**src/design/pqmf_pkg.sv**
```systemverilog
`timescale 1ns / 1ps

package pqmf_pkg;

   localparam int DEF_BANDS     = 16;
   localparam int DEF_TAPS      = 205;
   localparam int DEF_ATTEN_DB  = 100;
   localparam int DEF_COEF_BITS = 18;

   localparam int SAMPLE_W = 16;
   localparam int IDX_W    = 4;

   typedef logic [63:0]        u64_type;
   typedef logic signed [63:0] s64_type;

   localparam u64_type ONE20       = 64'd1 << 20;
   localparam u64_type ONE30       = 64'd1 << 30;
   localparam u64_type HALF_PI_Q30 = 64'd1686629713;
   localparam u64_type PI_Q30      = 64'd3373259426;

   typedef enum logic [2:0] {
      ST_IDLE,
      ST_MAC,
      ST_DRAIN,
      ST_ABS,
      ST_ROUND,
      ST_OUT,
      ST_SHIFT
   } state_type;

   typedef struct packed {
      logic             capture;
      logic             frame_start;
      logic             band_start;
      logic             issue;
      logic             finish_abs;
      logic             finish_round;
      logic             shift_in;
      logic             negate;
      logic             band_last;
      logic [IDX_W-1:0] band_index;
   } cmd_type;

   typedef struct packed {
      logic tap_last;
      logic acc_done;
   } status_type;

   // shift and subtract quotient, divisor below 2^63
   function automatic u64_type udiv64(input u64_type num, input u64_type den);
      u64_type quo;
      u64_type rem;
      quo = 64'd0;
      rem = 64'd0;
      for (int b = 63; b >= 0; b--) begin
         rem = {rem[62:0], num[b]};
         if (rem >= den) begin
            rem = rem - den;
            quo = quo | (64'd1 << b);
         end
      end
      return quo;
   endfunction

   // Q30 Taylor series: cosine when odd is 0, sine when odd is 1, on 0..pi/2
   function automatic s64_type series_q30(input u64_type u, input logic odd);
      u64_type u2;
      u64_type term;
      u64_type a;
      s64_type sum;
      u2   = (u * u) >> 30;
      term = odd ? u : ONE30;
      sum  = s64_type'(term);
      for (int i = 1; i < 12; i++) begin
         a    = u64_type'(2 * i - 1) + u64_type'(odd);
         term = udiv64((term * u2) >> 30, a * (a + 64'd1));
         if (i[0]) begin
            sum = sum - s64_type'(term);
         end else begin
            sum = sum + s64_type'(term);
         end
      end
      return sum;
   endfunction

   // cos(2*pi*num/den) in Q30
   function automatic s64_type cos_turns(input s64_type num, input s64_type den);
      s64_type x;
      u64_type mag_n;
      u64_type rem_n;
      u64_type q4;
      u64_type quad;
      u64_type r;
      u64_type u;
      s64_type res;
      mag_n = u64_type'((num < 0) ? -num : num);
      rem_n = mag_n - udiv64(mag_n, u64_type'(den)) * u64_type'(den);
      if (num < 0 && rem_n != 64'd0) begin
         x = den - s64_type'(rem_n);
      end else begin
         x = s64_type'(rem_n);
      end
      q4   = u64_type'(x) * 64'd4;
      quad = udiv64(q4, u64_type'(den));
      r    = q4 - quad * u64_type'(den);
      u    = udiv64(r * HALF_PI_Q30, u64_type'(den));
      case (quad)
         64'd0:   res = series_q30(u, 1'b0);
         64'd1:   res = -series_q30(u, 1'b1);
         64'd2:   res = -series_q30(u, 1'b0);
         default: res = series_q30(u, 1'b1);
      endcase
      return res;
   endfunction

   function automatic u64_type isqrt64(input u64_type v_in);
      u64_type v;
      u64_type r;
      u64_type b_mask;
      v      = v_in;
      r      = 64'd0;
      b_mask = 64'd1 << 62;
      while (b_mask > v) begin
         b_mask = b_mask >> 2;
      end
      while (b_mask != 64'd0) begin
         if (v >= r + b_mask) begin
            v = v - (r + b_mask);
            r = (r >> 1) + b_mask;
         end else begin
            r = r >> 1;
         end
         b_mask = b_mask >> 2;
      end
      return r;
   endfunction

   // largest Q20 y with y^5 <= x^2
   function automatic u64_type pow04_q20(input u64_type x);
      u64_type y;
      u64_type target;
      u64_type c;
      u64_type p2;
      u64_type p4;
      u64_type p5;
      y      = 64'd0;
      target = (x * x) << 20;
      for (int b = 23; b >= 0; b--) begin
         c  = y | (64'd1 << b);
         p2 = (c * c) >> 20;
         p4 = (p2 * p2) >> 20;
         p5 = (p4 * c) >> 20;
         if (p5 <= target) begin
            y = c;
         end
      end
      return y;
   endfunction

   function automatic u64_type i0_q20(input u64_type x);
      u64_type h;
      u64_type sum;
      u64_type term;
      logic    done;
      h    = x >> 1;
      sum  = ONE20;
      term = ONE20;
      done = 1'b0;
      for (int k = 1; k < 50; k++) begin
         if (!done) begin
            term = udiv64((term * h) >> 20, u64_type'(k));
            term = udiv64((term * h) >> 20, u64_type'(k));
            if (term == 64'd0) begin
               done = 1'b1;
            end else begin
               sum = sum + term;
            end
         end
      end
      return sum;
   endfunction

   function automatic u64_type beta_q20(input int atten_db);
      s64_type a;
      u64_type d;
      u64_type res;
      a = s64_type'(atten_db);
      if (a < 20) begin
         a = 20;
      end
      if (a > 140) begin
         a = 140;
      end
      if (a > 50) begin
         res = udiv64(u64_type'(1102 * (10 * a - 87)) << 20, 64'd100000);
      end else if (a >= 21) begin
         d   = u64_type'(a - 21);
         res = udiv64(64'd5842 * pow04_q20(d), 64'd10000)
               + udiv64((64'd7886 * d) << 20, 64'd100000);
      end else begin
         res = 64'd0;
      end
      return res;
   endfunction

   function automatic u64_type window_q20(input s64_type n, input s64_type taps,
                                          input u64_type beta, input u64_type i0b);
      s64_type m;
      u64_type prod;
      u64_type inside_v;
      u64_type s;
      u64_type x;
      u64_type res;
      m = taps - 1;
      if (m <= 0) begin
         res = ONE20;
      end else begin
         prod = u64_type'(n * (m - n));
         if (prod == 64'd0) begin
            res = 64'd0;
         end else begin
            inside_v = udiv64((64'd4 * prod) << 40, u64_type'(m) * u64_type'(m));
            s        = isqrt64(inside_v);
            x        = (beta * s) >> 20;
            res      = udiv64(i0_q20(x) << 20, i0b);
         end
      end
      return res;
   endfunction

   // signed prototype tap: sinc times window, magnitude in Q30
   function automatic s64_type proto_q30(input s64_type n, input s64_type taps,
                                         input s64_type bands, input u64_type beta,
                                         input u64_type i0b);
      s64_type t;
      s64_type sn;
      u64_type at;
      u64_type as_v;
      u64_type sinc;
      u64_type w;
      u64_type pm;
      logic    neg_p;
      t     = n - ((taps - 1) >>> 1);
      w     = window_q20(n, taps, beta, i0b);
      neg_p = 1'b0;
      if (t == 0) begin
         sinc = udiv64(ONE30, u64_type'(bands));
      end else begin
         sn    = cos_turns(4 * t - 2 * bands, 8 * bands);
         at    = u64_type'((t < 0) ? -t : t);
         as_v  = u64_type'((sn < 0) ? -sn : sn);
         sinc  = udiv64(as_v << 30, PI_Q30 * at);
         neg_p = (sn < 0) != (t < 0);
      end
      pm = (sinc * w) >> 20;
      return neg_p ? -s64_type'(pm) : s64_type'(pm);
   endfunction

   function automatic s64_type coef_value(input s64_type pm_s, input s64_type n,
                                          input s64_type k, input s64_type taps,
                                          input s64_type bands, input int coef_bits);
      s64_type tm;
      s64_type ang;
      s64_type c;
      u64_type cm;
      u64_type pm;
      u64_type mag;
      u64_type lim;
      int      sh;
      logic    neg;
      s64_type v;
      tm  = n - (taps >>> 1);
      ang = 2 * (2 * k + 1) * tm + (k[0] ? -bands : bands);
      c   = cos_turns(ang, 8 * bands);
      cm  = u64_type'((c < 0) ? -c : c);
      pm  = u64_type'((pm_s < 0) ? -pm_s : pm_s);
      sh  = 60 - (coef_bits - 1);
      mag = (64'd2 * pm * cm + (64'd1 << (sh - 1))) >> sh;
      neg = (pm_s < 0) != (c < 0);
      lim = 64'd1 << (coef_bits - 1);
      if (neg) begin
         v = (mag > lim) ? -s64_type'(lim) : -s64_type'(mag);
      end else begin
         v = (mag > lim - 64'd1) ? s64_type'(lim - 64'd1) : s64_type'(mag);
      end
      return v;
   endfunction

endpackage

```
**src/design/pqmf_ctrl.sv**
```systemverilog
`timescale 1ns / 1ps

module pqmf_ctrl
   import pqmf_pkg::*;
#(
   parameter int BANDS = DEF_BANDS
) (
   input  logic       clock,
   input  logic       reset,
   input  logic       req_valid,
   output logic       req_stall,
   output logic       rsp_valid,
   input  logic       rsp_stall,
   output cmd_type    cmd,
   input  status_type status
);

   localparam int BAND_W = $clog2(BANDS);

   state_type         state_ff, state_in;
   logic [BAND_W-1:0] band_ff, band_in;
   logic [BAND_W-1:0] phase_ff, phase_in;
   logic              parity_ff, parity_in;

   always_ff @(posedge clock) begin
      if (reset) begin
         state_ff  <= ST_IDLE;
         band_ff   <= '0;
         phase_ff  <= '0;
         parity_ff <= 1'b0;
      end else begin
         state_ff  <= state_in;
         band_ff   <= band_in;
         phase_ff  <= phase_in;
         parity_ff <= parity_in;
      end
   end

   always_comb begin
      state_in  = state_ff;
      band_in   = band_ff;
      phase_in  = phase_ff;
      parity_in = parity_ff;
      cmd              = '0;
      cmd.negate       = band_ff[0] & ~parity_ff;
      cmd.band_last    = (band_ff == BAND_W'(BANDS - 1));
      cmd.band_index   = IDX_W'(band_ff);
      req_stall        = (state_ff != ST_IDLE);
      rsp_valid        = (state_ff == ST_OUT);
      unique case (state_ff)
         ST_IDLE: begin
            if (req_valid) begin
               cmd.capture = 1'b1;
               if (phase_ff == '0) begin
                  cmd.frame_start = 1'b1;
                  cmd.band_start  = 1'b1;
                  band_in         = '0;
                  state_in        = ST_MAC;
               end else begin
                  state_in = ST_SHIFT;
               end
            end
         end
         ST_MAC: begin
            cmd.issue = 1'b1;
            if (status.tap_last) begin
               state_in = ST_DRAIN;
            end
         end
         ST_DRAIN: begin
            if (status.acc_done) begin
               state_in = ST_ABS;
            end
         end
         ST_ABS: begin
            cmd.finish_abs = 1'b1;
            state_in       = ST_ROUND;
         end
         ST_ROUND: begin
            cmd.finish_round = 1'b1;
            state_in         = ST_OUT;
         end
         ST_OUT: begin
            if (!rsp_stall) begin
               if (band_ff == BAND_W'(BANDS - 1)) begin
                  state_in = ST_SHIFT;
               end else begin
                  band_in        = band_ff + 1'b1;
                  cmd.band_start = 1'b1;
                  state_in       = ST_MAC;
               end
            end
         end
         ST_SHIFT: begin
            cmd.shift_in = 1'b1;
            phase_in     = (phase_ff == BAND_W'(BANDS - 1)) ? '0 : phase_ff + 1'b1;
            if (phase_ff == '0) begin
               parity_in = ~parity_ff;
            end
            state_in = ST_IDLE;
         end
         default: begin
            state_in = ST_IDLE;
         end
      endcase
   end

endmodule

```
**config.mk**
```make
export PLATFORM = sky130hd
export DESIGN_NAME = pqmf_ctrl
export DESIGN_NICKNAME = d
export VERILOG_FILES = /design/src/design/pqmf_pkg.sv /design/src/design/pqmf_ctrl.sv
export SDC_FILE = /design/constraint.sdc
export NUM_CORES = 1
export LEC_CHECK = 0
export BUFFER_PORTS_ARGS = -buffer_cell sky130_fd_sc_hd__buf_2
export CORE_AREA = 5 5 46 48
export CTS_CLUSTER_DIAMETER = 150
export DETAILED_ROUTE_END_ITERATION = 10
export DIE_AREA = 0 0 51 53
export MAX_ROUTING_LAYER = met4
export PLACE_DENSITY = 0.72
export SYNTH_ARGS = -nofsm -noshare
export SYNTH_HDL_FRONTEND = slang
export SYNTH_SLANG_ARGS = --single-unit
```
**constraint.sdc**
```tcl
create_clock -name clock -period 2.18 [get_ports clock]
set_clock_uncertainty 0.2 [all_clocks]
set_input_delay 0.109 -clock clock [delete_from_list [all_inputs] [get_ports clock]]
set_output_delay 0.109 -clock clock [all_outputs]
set_load 0.02 [all_outputs]
```
=== After elaboration in Yosys (flattened, before gate mapping) ===
Cells that the tools add are included.

* Register bits after elaboration: 12
* Input port bits: 6
* Output and inout port bits: 15
* Logic and storage cells: 52

* Add/sub/neg operators: 2
* Equality and inequality tests: 14
* Multiplexer cells: 23
* Bitwise operators: 2
* Reductions and logical operators: 7

{| class="wikitable"
|+ Operators with widths
! kind !! count
|-
| $mux 3 || 7
|-
| $mux 4 || 5
|-
| $pmux 3 s6 || 1
|-
| $ne 2x2->1 const B || 6
|-
| $eq 3x3->1 const B || 3
|-
| $add 4x1->4 const B || 2
|-
| $eq 4x4->1 const B || 2
|-
| $pmux 4 s2 || 1
|-
| $eq 3x2->1 const B || 2
|-
| $mux 1 || 6
|-
| $reduce_and 5->1 || 1
|-
| $logic_not 4->1 || 1
|-
| $mux 2 || 2
|-
| $reduce_and 4->1 || 1
|-
| $eq 3x1->1 const B || 1
|-
| $logic_not 3->1 || 1
|-
| $reduce_bool 3->1 || 1
|-
| $pmux 1 s2 || 1
|-
| $reduce_and 2->1 || 1
|-
| $reduce_bool 2->1 || 1
|-
| $and 1x1->1 || 1
|-
| $not 1->1 || 1
|}

=== Depth between registers and ports, before layout ===
* Depth after elaboration: 4
* Depth in mapped cells: 6
* Depth with buffers taken out: 6

=== Worst setup path before layout ===
Ideal clock, no wire load.

* Path kind: flip-flop to flip-flop
* Start point: reg band_ff[0]
* End point: reg state_ff[0]
* Setup time: 0.136 ns
* Arrival time: 1.349 ns
* Required time: 1.844 ns
* Slack: 0.495 ns
* Cell stages (with the launch flop): 7
* Buffers on the path: 0
* Period minus slack after synthesis: 1.685 ns
* Path through: dfxtp_1 > ha_1 > nand3_1 > inv_2 > o21ai_0 > a21oi_1 > o221ai_1

{| class="wikitable"
|+ RTL lines
! what !! line !! RTL
|-
| from (decl) || pqmf_ctrl.sv:21 || <nowiki>logic [BAND_W-1:0] band_ff, band_in;</nowiki>
|-
| from (signal assigned) || pqmf_ctrl.sv:33 || <nowiki>band_ff <= band_in;</nowiki>
|-
| to (signal assigned) || pqmf_ctrl.sv:32 || <nowiki>state_ff <= state_in;</nowiki>
|-
| to (decl) || pqmf_ctrl.sv:20 || <nowiki>state_type state_ff, state_in;</nowiki>
|}

==> impl_metrics.json <==
{
  "status": "finished, final reports clean",
  "route.vias.total": 728,
  "synth_edf_count": 0,
  "syn_avg_cell_area_um2": 7.929,
  "end_kind": "primary output",
  "die_area_um2": 2703,
  "ir_worst_vdd_mv": 0.3762,
  "max_freq_mhz": 520.3,
  "r2r_start": "state_ff[1]",
  "syn_to_final_growth_pct": 22.76,
  "final_hold_viol_count": 0,
  "hold_path.class": "input port to flop",
  "layout-drive-gt1-share_pct": 24.58,
  "critPathArrivalTime_ps": 1610,
  "viasPerCell": 5.393,
  "fp.dieW_um": 51,
  "max_slew_margin_pct": 74.03,
  "cp.required_ps": 1870,
  "swShare_pct": 31.58,
  "htree_num_levels": 1,
  "maxCapViolCount": 0,
  "initial_core_util_pct": 45.09,
  "clockBufferDepth": 2,
  "power.density_nw_per_um2": 602.0,
  "final_cells": 135,
  "gp_congestion": 0.8218,
  "synth_cells": 95,
  "grtUsageTotal_pct": 14.43,
  "path_clk_slew_ps": 90,
  "yosysTopAreaCell": "dfxtp_1",
  "crit_type": "flop to primary output",
  "reg2reg_slack_ps": 340,
  "fill_cells": 177,
  "wire_per_inst_um": 12.33,
  "most-common-layout-cells": "buf_2, dfxtp_1, nor2_1",
  "synth.distinct_cells": 37,
  "ff2ff_path_depth": 4,
  "cts.sinks": 12,
  "worstReg2RegEnd": "phase_ff[3]",
  "power_frac_seq_pct": 43.9,
  "synth.area.top_cells": "dfxtp_1, nor2_1, ha_1, a21oi_1, mux2i_1",
  "antenna_cells": 0,
  "synthFlopType": "dfxtp_1",
  "routed_wl_um": 1664,
  "critPathMaxFanout": 6,
  "setup_tns_ps": 0,
  "power_frac_comb_pct": 23.7,
  "synth_top_area_share_pct": 31.89,
  "finish.utilization_pct": 55.36,
  "cts_buffers": 3,
  "power.share.clock_pct": 32.5,
  "dp_cells": 127,
  "leakagePower_nw": 0.4233,
  "nNetsFinal": 128,
  "ctsResizeCount": 0,
  "async_flop_share_pct": 0,
  "p_int_mw": 0.3808,
  "design.core.area_um2": 1670,
  "p_sw_mw": 0.1758,
  "grt_pass1_wl_um": 2863,
  "rows": 15,
  "root_buffer": "clkbuf_4",
  "final_common_cell": "buf_2",
  "die_h_um": 53,
  "synth_seq_cells": 12,
  "overflow": 0,
  "dp_hpwl_um": 1259,
  "drtPass1Iterations": 4,
  "pin_count": 21,
  "grt_max_degree": 15,
  "drtIter0Drc": 10,
  "tritoncts": "done",
  "rsz0062_at_grt": "false",
  "ys.warnings.count": 0,
  "whs_path_depth": 5,
  "hold_path_end": "band_ff[3]",
  "portBuffers": 20,
  "syn-cell-area_um2": 753.2,
  "tightest_slew_ps": 389.0,
  "fin_crit_ps": 1922,
  "report.final.slew_viol_count": 0,
  "grt_pass1_vias": 676,
  "antenna_left": 0,
  "critPathLaunchType": "flop",
  "seq_area_frac_synth_pct": 31.89,
  "worstHoldStart": "rsp_stall",
  "setup_viol": 0,
  "syn-num-nets": 104,
  "fin_crit_sh_pct": 88.17,
  "route.detailed.drc": 0,
  "antenna_found_initial": 0,
  "clkLatencyLatePin_ps": 280
}
==> power groups by stage <==
stage               Clock [mW]  Sequential [mW]  Combinational (mW)
CTS                      0.184            0.243               0.133
floorplan                    0            0.235               0.105
detailed placement           0            0.249               0.127
finish                   0.181            0.244               0.132
global placement             0            0.248               0.126
global route             0.195            0.247               0.146
==> kinds of logic (layout without fill, tap and decap cells) <==
| logic type | Yosys count | in the layout | synth area share (%) |
|---|---|---|---|
| AO/OA/AOI/OAI | 25 | 25 | 21.26 |
| flip-flops | 12 | 12 | 31.89 |
| multiplexers | 3 | 3 | 3.987 |
| AND/OR/NAND/NOR | 38 | 38 | 28.57 |
| XOR/XNOR | 2 | 2 | 2.326 |
| buffers and inverters | 12 | 35 | 6.977 |
| adder cells (fa/ha/maj) | 3 | 3 | 4.984 |
==> synthesized netlist by cell type (2+ instances only) <==
cell / n
inv_1: 5
nor3_1: 4
a31oi_1: 2
o21ai_0: 4
ha_1: 3
dfxtp_1: 12
mux2i_1: 3
xor2_1: 2
inv_2: 2
nor2_1: 11
nand2b_1: 3
o21ai_1: 2
o22ai_1: 2
a21oi_1: 7
buf_2: 3
nand3_1: 2
a211oi_1: 2
nand2_1: 6
nor2b_1: 2
==> registers in the layout, indices dropped and copies added, names as in the netlist <==
register,flops
band_ff,4
phase_ff,4
state_ff,3
parity_ff,1
==> metrics by stage <==
step                power (mW)  area (um^2)  hold slack [ps]  setup WS (ps)
CTS                     0.5608        924.6            108.7          237.6
global route            0.5882        924.6            155.7          77.63
finish                  0.5566        924.6            119.2          258.0
detailed placement      0.3760        848.3            255.0          364.8
global placement        0.3739        848.3            240.2          457.9
floorplan               0.3398        753.2            90.04          495.2
==> layer usage <==
layer  track usage, %  share of wire, %  vias to the layer above
li1                 -                 -                      385
met1            17.43                49                      322
met2            22.10                45                       19
met3            2.535               4.5                        2
met4            9.417              0.90                        0
met5                -                 0                        -
==> critical path, stage by stage, from the launching register on <==
cell and delay, ps:
dfxtp_1 400, inv_1 80, ha_1 180, nor3b_2 190
a22oi_2 270, inv_1 70, buf_2 160
==> cell type report <==
class | count | area, um^2 | share of cell area, %
multi-input combinational | 71 | 460.4 | 49.80
sequential | 12 | 240.2 | 25.98
timing repair buffer | 24 | 140.1 | 15.16
clock buffer | 4 | 36.28 | 3.924
inverter | 7 | 26.28 | 2.842
tap | 17 | 21.27 | 2.300
==> how the worst max path moves through the flow <==
stage	start	end	slack [ps]
after floorplan	band_ff[0]	state_ff[0]	500
after global placement	state_ff[1]	phase_ff[3]	460
after detailed placement	state_ff[1]	phase_ff[3]	360
after CTS	phase_ff[0]	cmd[10]	240
after global routing	phase_ff[0]	cmd[10]	80
final	phase_ff[0]	cmd[10]	260
==> repair_timing <==
| action | 4_1_cts | 5_1_grt |
|---|---|---|
| hold buffers | 4 | 0 |
| endpoints found under the hold margin | 10 | 0 |
| endpoints found under the setup margin | 0 | 0 |
| setup buffers | 0 | 0 |
No activity file was read; power rests on OpenSTA's default activity.
